$ cat config.mk
export PLATFORM = sky130hd
export DESIGN_NAME = websocket_frame_deframer
export DESIGN_NICKNAME = d
export VERILOG_FILES = /design/src/sv/wsd_pkg.sv /design/src/sv/wsd_parser.sv /design/src/sv/wsd_out_buf.sv /design/src/sv/websocket_frame_deframer.sv
export SDC_FILE = /design/constraint.sdc
export NUM_CORES = 1
export LEC_CHECK = 0
export BUFFER_PORTS_ARGS = -buffer_cell sky130_fd_sc_hd__buf_2
export CAP_MARGIN = 15
export CORE_MARGIN = 2
export CORE_UTILIZATION = 60
export DETAILED_ROUTE_END_ITERATION = 6
export HOLD_SLACK_MARGIN = 0.06
export PLACE_DENSITY = 0.76
export SLEW_MARGIN = 20
export SYNTH_ARGS = -nofsm -noshare
export SYNTH_HDL_FRONTEND = slang
export SYNTH_SLANG_ARGS = --single-unit
$ cat constraint.sdc
create_clock -name clk -period 9.9 [get_ports clk]
set_clock_uncertainty 0.15 [all_clocks]
set_input_delay 0.495 -clock clk [delete_from_list [all_inputs] [get_ports clk]]
set_output_delay 0.495 -clock clk [all_outputs]
set_load 0.01 [all_outputs]
$ cat src/sv/wsd_pkg.sv
// Shared types and constants for the WebSocket frame deframer.
// Used by wsd_parser, wsd_out_buf and websocket_frame_deframer; no dependencies.
`default_nettype none
package wsd_pkg;

	localparam int unsigned LEN_W = 63;

	localparam logic [7:0] FIN_BIT     = 8'h80;
	localparam logic [7:0] OPCODE_MASK = 8'h0F;
	localparam logic [7:0] LEN7_MASK   = 8'h7F;
	localparam logic [6:0] LEN_CODE_16 = 7'd126;
	localparam logic [6:0] LEN_CODE_64 = 7'd127;

	localparam logic KIND_HEADER  = 1'b0;
	localparam logic KIND_PAYLOAD = 1'b1;

	// parse phase, one-hot
	typedef enum logic [5:0] {
		PH_HDR0  = 6'b000001,
		PH_HDR1  = 6'b000010,
		PH_LEN16 = 6'b000100,
		PH_LEN64 = 6'b001000,
		PH_KEY   = 6'b010000,
		PH_PAY   = 6'b100000
	} phase_t;

	// one result item plus its valid flag
	typedef struct packed {
		logic             vld;
		logic             kind;
		logic [7:0]       data;
		logic             fin;
		logic [3:0]       opcode;
		logic [LEN_W-1:0] length;
		logic             fend;
	} res_t;

endpackage
`default_nettype wire

$ cat src/sv/wsd_parser.sv
// Frame parser: header state machine, length/key capture and payload unmasking.
// Depends on wsd_pkg. Produces at most one result per accepted byte, combinationally.
`default_nettype none
module wsd_parser (
	input  wire             clk,
	input  wire             arst_n,
	input  wire             take,
	input  wire [7:0]       stream_byte,
	output wsd_pkg::res_t   res
);

	wsd_pkg::phase_t                phase_q, phase_d;
	logic                           fin_q, fin_d;
	logic [3:0]                     op_q, op_d;
	logic                           mask_q, mask_d;
	logic [wsd_pkg::LEN_W-1:0]      len_q, len_d;
	logic [2:0]                     cnt_q, cnt_d;
	logic [31:0]                    key_q, key_d;
	logic [wsd_pkg::LEN_W-1:0]      rem_q, rem_d;
	logic [1:0]                     kidx_q, kidx_d;

	logic                           do_finish;
	logic                           after_len;
	logic                           hdr_empty;
	logic [6:0]                     code;
	logic [7:0]                     kb;
	logic                           len_done;

	always_comb begin
		phase_d   = phase_q;
		fin_d     = fin_q;
		op_d      = op_q;
		mask_d    = mask_q;
		len_d     = len_q;
		cnt_d     = cnt_q;
		key_d     = key_q;
		rem_d     = rem_q;
		kidx_d    = kidx_q;
		do_finish = 1'b0;
		after_len = 1'b0;
		code      = stream_byte[6:0] & wsd_pkg::LEN7_MASK[6:0];
		kb        = key_q[{~kidx_q, 3'b000} +: 8];
		len_done  = 1'b0;
		res       = '0;

		case (phase_q)
			wsd_pkg::PH_HDR1: begin
				mask_d = stream_byte[7];
				key_d  = '0;
				cnt_d  = '0;
				if (code == wsd_pkg::LEN_CODE_16) begin
					len_d   = '0;
					phase_d = wsd_pkg::PH_LEN16;
				end else if (code == wsd_pkg::LEN_CODE_64) begin
					len_d   = '0;
					phase_d = wsd_pkg::PH_LEN64;
				end else begin
					len_d     = {{(wsd_pkg::LEN_W-7){1'b0}}, code};
					after_len = 1'b1;
				end
			end
			wsd_pkg::PH_LEN16, wsd_pkg::PH_LEN64: begin
				len_d    = {len_q[wsd_pkg::LEN_W-9:0], stream_byte};
				len_done = (phase_q == wsd_pkg::PH_LEN16) ? (cnt_q >= 3'd1)
				                                          : (cnt_q >= 3'd7);
				if (len_done) begin
					after_len = 1'b1;
				end else begin
					cnt_d = cnt_q + 3'd1;
				end
			end
			wsd_pkg::PH_KEY: begin
				key_d = {key_q[23:0], stream_byte};
				if (cnt_q >= 3'd3) begin
					cnt_d     = '0;
					do_finish = 1'b1;
				end else begin
					cnt_d = cnt_q + 3'd1;
				end
			end
			wsd_pkg::PH_PAY: begin
				kidx_d     = kidx_q + 2'd1;
				rem_d      = rem_q - {{(wsd_pkg::LEN_W-1){1'b0}}, 1'b1};
				res.vld    = 1'b1;
				res.kind   = wsd_pkg::KIND_PAYLOAD;
				res.data   = stream_byte ^ kb;
				res.fin    = fin_q;
				res.opcode = op_q;
				res.length = len_q;
				res.fend   = (rem_d == '0);
				if (rem_d == '0) begin
					phase_d = wsd_pkg::PH_HDR0;
				end
			end
			default: begin
				fin_d   = stream_byte[7];
				op_d    = stream_byte[3:0] & wsd_pkg::OPCODE_MASK[3:0];
				phase_d = wsd_pkg::PH_HDR1;
			end
		endcase

		// length field done: key follows when masked, else header completes
		if (after_len) begin
			cnt_d = '0;
			if (mask_d) begin
				phase_d = wsd_pkg::PH_KEY;
			end else begin
				do_finish = 1'b1;
			end
		end

		hdr_empty = (len_d == '0);
		if (do_finish) begin
			res.vld    = 1'b1;
			res.kind   = wsd_pkg::KIND_HEADER;
			res.data   = '0;
			res.fin    = fin_d;
			res.opcode = op_d;
			res.length = len_d;
			res.fend   = hdr_empty;
			rem_d      = len_d;
			kidx_d     = '0;
			phase_d    = hdr_empty ? wsd_pkg::PH_HDR0 : wsd_pkg::PH_PAY;
		end
	end

	always_ff @(posedge clk or negedge arst_n) begin
		if (!arst_n) begin
			phase_q <= wsd_pkg::PH_HDR0;
			fin_q   <= 1'b0;
			op_q    <= '0;
			mask_q  <= 1'b0;
			len_q   <= '0;
			cnt_q   <= '0;
			key_q   <= '0;
			rem_q   <= '0;
			kidx_q  <= '0;
		end else if (take) begin
			phase_q <= phase_d;
			fin_q   <= fin_d;
			op_q    <= op_d;
			mask_q  <= mask_d;
			len_q   <= len_d;
			cnt_q   <= cnt_d;
			key_q   <= key_d;
			rem_q   <= rem_d;
			kidx_q  <= kidx_d;
		end
	end

	a_phase_onehot: assert property (@(posedge clk) disable iff (!arst_n)
		$onehot(phase_q))
		else $error("parse phase is not one-hot");

	// every payload byte yields a payload item
	a_pay_result: assert property (@(posedge clk) disable iff (!arst_n)
		(take && phase_q == wsd_pkg::PH_PAY) |-> (res.vld && res.kind == wsd_pkg::KIND_PAYLOAD))
		else $error("payload byte produced no payload item");

	// a header item never comes from the first header byte
	a_hdr0_silent: assert property (@(posedge clk) disable iff (!arst_n)
		(take && phase_q == wsd_pkg::PH_HDR0) |-> !res.vld)
		else $error("first header byte produced an item");

endmodule
`default_nettype wire

$ cat src/sv/wsd_out_buf.sv
// Result register with a skid entry, so input keeps flowing while a result waits.
// Depends on wsd_pkg for the result struct.
`default_nettype none
module wsd_out_buf (
	input  wire                  clk,
	input  wire                  arst_n,
	input  wire                  push,
	input  wire wsd_pkg::res_t   push_res,
	output logic                 can_push,
	output logic                 out_valid,
	input  wire                  out_ready,
	output wsd_pkg::res_t        out_res
);

	logic            out_vld_q;
	logic            skid_vld_q;
	wsd_pkg::res_t   out_q;
	wsd_pkg::res_t   skid_q;
	logic            pop;

	assign can_push  = !skid_vld_q;
	assign out_valid = out_vld_q;
	assign out_res   = out_q;
	assign pop       = out_vld_q && out_ready;

	always_ff @(posedge clk or negedge arst_n) begin
		if (!arst_n) begin
			out_vld_q  <= 1'b0;
			skid_vld_q <= 1'b0;
		end else begin
			if (skid_vld_q) begin
				if (pop) begin
					skid_vld_q <= 1'b0;
				end
			end else if (!out_vld_q || pop) begin
				out_vld_q <= push;
			end else if (push) begin
				skid_vld_q <= 1'b1;
			end
		end
	end

	always_ff @(posedge clk) begin
		if (skid_vld_q) begin
			if (pop) begin
				out_q <= skid_q;
			end
		end else if (!out_vld_q || pop) begin
			if (push) begin
				out_q <= push_res;
			end
		end else if (push) begin
			skid_q <= push_res;
		end
	end

	a_skid_behind_out: assert property (@(posedge clk) disable iff (!arst_n)
		skid_vld_q |-> out_vld_q)
		else $error("skid entry held with empty output register");

	a_skid_drains: assert property (@(posedge clk) disable iff (!arst_n)
		(skid_vld_q && out_ready) |=> (!skid_vld_q && out_vld_q))
		else $error("skid entry not moved forward on pop");

	a_stall_to_skid: assert property (@(posedge clk) disable iff (!arst_n)
		(push && out_vld_q && !out_ready) |=> skid_vld_q)
		else $error("item pushed during stall was not kept");

endmodule
`default_nettype wire

$ cat src/sv/websocket_frame_deframer.sv
// Top level of the WebSocket frame deframer; instantiates wsd_parser and wsd_out_buf.
// Depends on wsd_pkg.
//
// Takes one received byte per cycle while in_ready is high and yields one item
// per cycle at most: a header summary once a frame header is complete (flagged
// frame_end when the length is zero), then one unmasked payload byte per input
// byte, the last flagged frame_end. Header bytes before the last give no item.
// Every byte is parsed combinationally and its result registered. A two-entry
// output buffer (result register plus skid entry) lets input continue for one
// more item while the output stalls; in_ready drops only when both entries
// are full.
`default_nettype none
module websocket_frame_deframer (
	input  wire         clk,
	input  wire         arst_n,
	input  wire         in_valid,
	output logic        in_ready,
	input  wire  [7:0]  stream_byte,
	output logic        out_valid,
	input  wire         out_ready,
	output logic        item_kind,
	output logic [7:0]  payload_byte,
	output logic        final_fragment,
	output logic [3:0]  frame_opcode,
	output logic [62:0] payload_length,
	output logic        frame_end
);

	logic            take;
	logic            can_push;
	wsd_pkg::res_t   res;
	wsd_pkg::res_t   out_res;

	assign in_ready = can_push;
	assign take     = in_valid && can_push;

	wsd_parser u_parser (
		.clk         (clk),
		.arst_n      (arst_n),
		.take        (take),
		.stream_byte (stream_byte),
		.res         (res)
	);

	wsd_out_buf u_out_buf (
		.clk       (clk),
		.arst_n    (arst_n),
		.push      (take && res.vld),
		.push_res  (res),
		.can_push  (can_push),
		.out_valid (out_valid),
		.out_ready (out_ready),
		.out_res   (out_res)
	);

	assign item_kind      = out_res.kind;
	assign payload_byte   = out_res.data;
	assign final_fragment = out_res.fin;
	assign frame_opcode   = out_res.opcode;
	assign payload_length = out_res.length;
	assign frame_end      = out_res.fend;

endmodule
`default_nettype wire
==> run summary <==
STA classifies the critical path startpoint as a flop. During placement, the flow inserted port buffers numbering 91. In this run, the number of DRC markers left after iteration 0 of detailed routing was 1687.

Final HPWL from detailed placement: 31.2 mm. The library cell used most frequently in the layout, excluding fill and tap cells, is sky130_fd_sc_hd__o21ai_0. The beginning of the worst hold path was stream_byte[0]. The synthesized design contains 156 enable-type register cells. The quantity of gates resized following cts is 0, and the clock edge transition at the registers on the reported setup and hold paths is 0.06 ns. The run gives 70 as the number of library cell types mapped by synthesis. Setup violations remaining at the end of the flow were counted as 0.

Cell internal power was estimated by the tool at 3.16 mW. The tools report the count of final hold-check violations as 0. The root cell of the clock tree is sky130_fd_sc_hd__clkbuf_16. The detail route stage leaves a number of antenna-violating nets equal to 0. For this design the total switching power over the nets is 1.93 mW.

At the worst endpoint, the arrival time is 5.61 ns. In this run the number of H-tree levels came out at 2. For the worst-skew pair, the clock arrives at the later sink with an insertion delay of 0.53 ns. Setup repair after global routing left no endpoint under its margin.

The Yosys step of the flow raised 0 warnings. Global routing finished with a remaining overflow of 0. In this run the horizontal extent of the chip is 170 µm. Net switching is 38.0% of the power. 0 antenna diodes ended up in the layout.

The worst path in the final design needs a cycle of 5.61 ns, including I/O delays and setup. Of the total power, combinational logic draws 33.4%. After synthesis, flip-flops and latches occupy 55.0% of the total area. For the worst setup path, the data required time is 9.90 ns.

Timing would allow up to 178 MHz. Along the worst path, the maximum fanout reaches 77. The flip-flop and latch count after synthesis is 333.

Relative to the synthesized area, the layout overhead comes to 11.8%. In the layout the commonest cells are 194 x sky130_fd_sc_hd__o21ai_0, 176 x sky130_fd_sc_hd__dfrtp_1, 174 x sky130_fd_sc_hd__nand2_1. The average footprint of a synthesized cell came out at 10.3 µm². The number of cell instances on the worst register-to-register path was 10.

The worst register-to-register path begins at u_parser.phase_q[4]$_DFFE_PN0P_. The number of global-route vias before repair was 12900. The worst setup path is of the flop to flop kind. For the count of final max-slew check failures, the log shows 0. Area inside the core boundary: 27000 µm². The share of the core filled with cells in the final layout was 68.5%. The global-route wire length before repair was 73.5 mm; the count of standard-cell rows was 60. The via density per instance was 6.77. The worst register-to-register path ends at u_out_buf.out_res[6]$_DFFE_PP_. The top flip-flop cell by instance count after synthesis is sky130_fd_sc_hd__dfrtp_1.

For the number of top-level design ports, the log shows 92. For hold timing, the worst endpoint is u_parser.phase_q[3]$_DFFE_PN0P_. The number of stages on the worst hold path is 3, and the weighted congestion reported at the end of routability-driven placement is 0.975. The die footprint is 29000 µm², and the slack of the worst reg-to-reg path is 4.29 ns. The largest voltage drop on the vdd net came out at 0.251 mV. The portion of total power attributed to the clock network is 27.2%, and the routed wire length per instance is 23.2 µm. The number of nets in the final layout is 1663.

Summed over all layers, the routed wires come to 46.7 mm. For the initial antenna violation count, the log shows 0. Per report_power, the sequential group accounts for 39.4% of the total. In this run the worst setup path begins at u_parser.phase_q[4]$_DFFE_PN0P_. For the final setup TNS, the log shows 0 ns.

The die boundary height was 170 µm; the total routing resource utilization after global routing was 32.7%. TritonCTS built the clock tree. For this block, the via count after detailed routing is 13600.

The net count after synthesis was 1624. In this run the static leakage power is 7.28 nW. In this run the power density over the cells is 275 nW/µm². The netlist area before placement is 16600 µm², and the clock sink count is 333. In this run the tightest slew margin relative to its limit is 29.4%. The post-synthesis cell count was 1606. For this run, the detailed router's first-pass iteration total came to 6. The run finished with clean final reports. The longest clock path from root to sink contains 3 buffers. For this configuration, the core starts out at a cell density of 61.3%. The number of clock buffers inserted by TritonCTS was 36; the number of DRC violations after detailed routing was 0.

Counting flops with an async set or reset pin after synthesis yields a share of 53.2%. The post-route clock period utilization was 56.7%. In this run the worst hold path is classified as input port to flop. The post-route netlist has 16.3% of its cells at a drive strength greater than 1. The tools report the category of the worst setup path capture point as a flop.

The pin count of the biggest net entering global routing was 79; the transition time of the tightest slew-check pin was 1.06 ns. The worst hold slack was 0.153 ns; the number of maximum-capacitance violations was 0.
-- Yosys cell counts, types with 8 or more instances --
cell type	count	area [µm²]
sky130_fd_sc_hd__o21ai_0	194	971
sky130_fd_sc_hd__dfrtp_1	176	4400
sky130_fd_sc_hd__nand2_1	175	657
sky130_fd_sc_hd__edfxtp_1	156	4680
sky130_fd_sc_hd__clkbuf_1	100	375
sky130_fd_sc_hd__a21oi_1	86	430
sky130_fd_sc_hd__nor2_1	83	312
sky130_fd_sc_hd__nor3_1	78	390
sky130_fd_sc_hd__mux2_2	74	833
sky130_fd_sc_hd__a22o_1	53	464
sky130_fd_sc_hd__inv_1	49	184
sky130_fd_sc_hd__o22ai_1	37	231
sky130_fd_sc_hd__a31oi_1	32	200
sky130_fd_sc_hd__nand4_1	30	188
sky130_fd_sc_hd__nor4_1	25	156
sky130_fd_sc_hd__nand3_1	23	115
sky130_fd_sc_hd__xnor2_1	19	166
sky130_fd_sc_hd__and3_1	16	100
sky130_fd_sc_hd__o31ai_1	16	120
sky130_fd_sc_hd__a21o_1	15	113
sky130_fd_sc_hd__or3_1	15	93.8
sky130_fd_sc_hd__or4_1	14	105
sky130_fd_sc_hd__nand3b_1	11	82.6
sky130_fd_sc_hd__a22oi_1	9	67.6
sky130_fd_sc_hd__and2_1	9	56.3
sky130_fd_sc_hd__mux4_2	8	180
-- worst max-delay path by stage --
stage / endpoint / slack, ns / depth (start not counted)
global route: u_out_buf.out_res[4]$_DFFE_PP_ / 4.06 / 10
CTS: u_out_buf.out_res[47]$_DFFE_PP_ / 4.12 / 10
finish: u_out_buf.out_res[6]$_DFFE_PP_ / 4.29 / 10
global placement: u_out_buf.out_res[59]$_DFFE_PP_ / 4.27 / 10
floorplan: u_out_buf.out_res[0]$_DFFE_PP_ / 2.57 / 10
detailed placement: u_out_buf.out_res[62]$_DFFE_PP_ / 4.16 / 10
-- kinds of logic (layout without fill, tap and decap cells) --
| logic type | after synthesis | in the layout | synth area share (%) |
|---|---|---|---|
| AO/OA/AOI/OAI | 476 | 476 | 17.4 |
| XOR/XNOR | 25 | 25 | 1.32 |
| adder cells (fa/ha/maj) | 6 | 6 | 0.453 |
| buffers and inverters | 161 | 228 | 3.75 |
| flip-flops | 333 | 333 | 55.0 |
| multiplexers | 87 | 87 | 6.43 |
| AND/OR/NAND/NOR | 518 | 518 | 15.7 |
-- layer usage --
| layer | up-vias | wire, µm | global-route usage (%) |
|---|---|---|---|
| li1 | 6084 | - | - |
| met1 | 6609 | 19400 | 47.3 |
| met2 | 798 | 21200 | 50.0 |
| met3 | 140 | 4430 | 5.58 |
| met4 | 0 | 1760 | 12.6 |
| met5 | - | 0 | 0 |
-- registers in the layout, summed over array words and instances, names as in the netlist --
name / cells
u_out_buf.out_valid: 1
u_parser.kidx_q: 2
u_parser.rem_q: 63
u_parser.cnt_q: 3
u_parser.fin_q: 1
u_parser.key_q: 32
u_out_buf.out_res: 78
u_parser.len_q: 63
u_parser.op_q: 4
u_out_buf.skid_vld_q: 1
u_parser.mask_q: 1
u_parser.phase_q: 6
u_out_buf.skid_q: 78
-- power groups by stage --
stage | clock network, mW | registers [mW] | logic, mW
global placement | 0 | 2.01 | 1.62
CTS | 1.39 | 2.00 | 1.67
global route | 1.45 | 2.04 | 1.84
finish | 1.38 | 2.00 | 1.70
detailed placement | 0 | 2.02 | 1.65
floorplan | 0 | 1.99 | 1.15
-- timing repair --
item	in CTS	in global routing
hold buffers	2	0
buffers inserted	0	0
endpoints found under the setup margin	0	0
hold endpoints to repair	60	0
-- layout make-up --
cell class / count / area, µm²
flip-flops and latches: 333 / 9110
fillers: 2041 / 8510
multi-input cells: 1112 / 6910
clock buffers: 55 / 1080
repair buffers: 112 / 652
well taps: 341 / 427
inverters: 50 / 188
clock inverters: 11 / 151
-- per-stage QoR --
step	instances	total power, mW	area [µm²]	setup slack (ns)
after floorplan	1606	3.14	16600	2.57
after global placement	1944	3.63	17200	4.27
after detailed placement	1944	3.68	17200	4.16
after CTS	2012	5.06	18500	4.12
after global routing	2014	5.32	18500	4.06
final	2014	5.09	18500	4.29
-- worst max-delay path: stages, from the launching register on --
cell                      delay (ns)
sky130_fd_sc_hd__dfrtp_1        0.44
sky130_fd_sc_hd__or4_4          0.78
sky130_fd_sc_hd__or2_1          0.58
sky130_fd_sc_hd__buf_4          0.37
sky130_fd_sc_hd__o22ai_1        0.42
sky130_fd_sc_hd__a21oi_4        0.12
sky130_fd_sc_hd__a21oi_4        0.15
sky130_fd_sc_hd__buf_4          0.63
sky130_fd_sc_hd__a21oi_1        0.16
sky130_fd_sc_hd__a21oi_4        0.63
sky130_fd_sc_hd__buf_4          0.63
No activity file was read; power rests on OpenSTA's default activity.
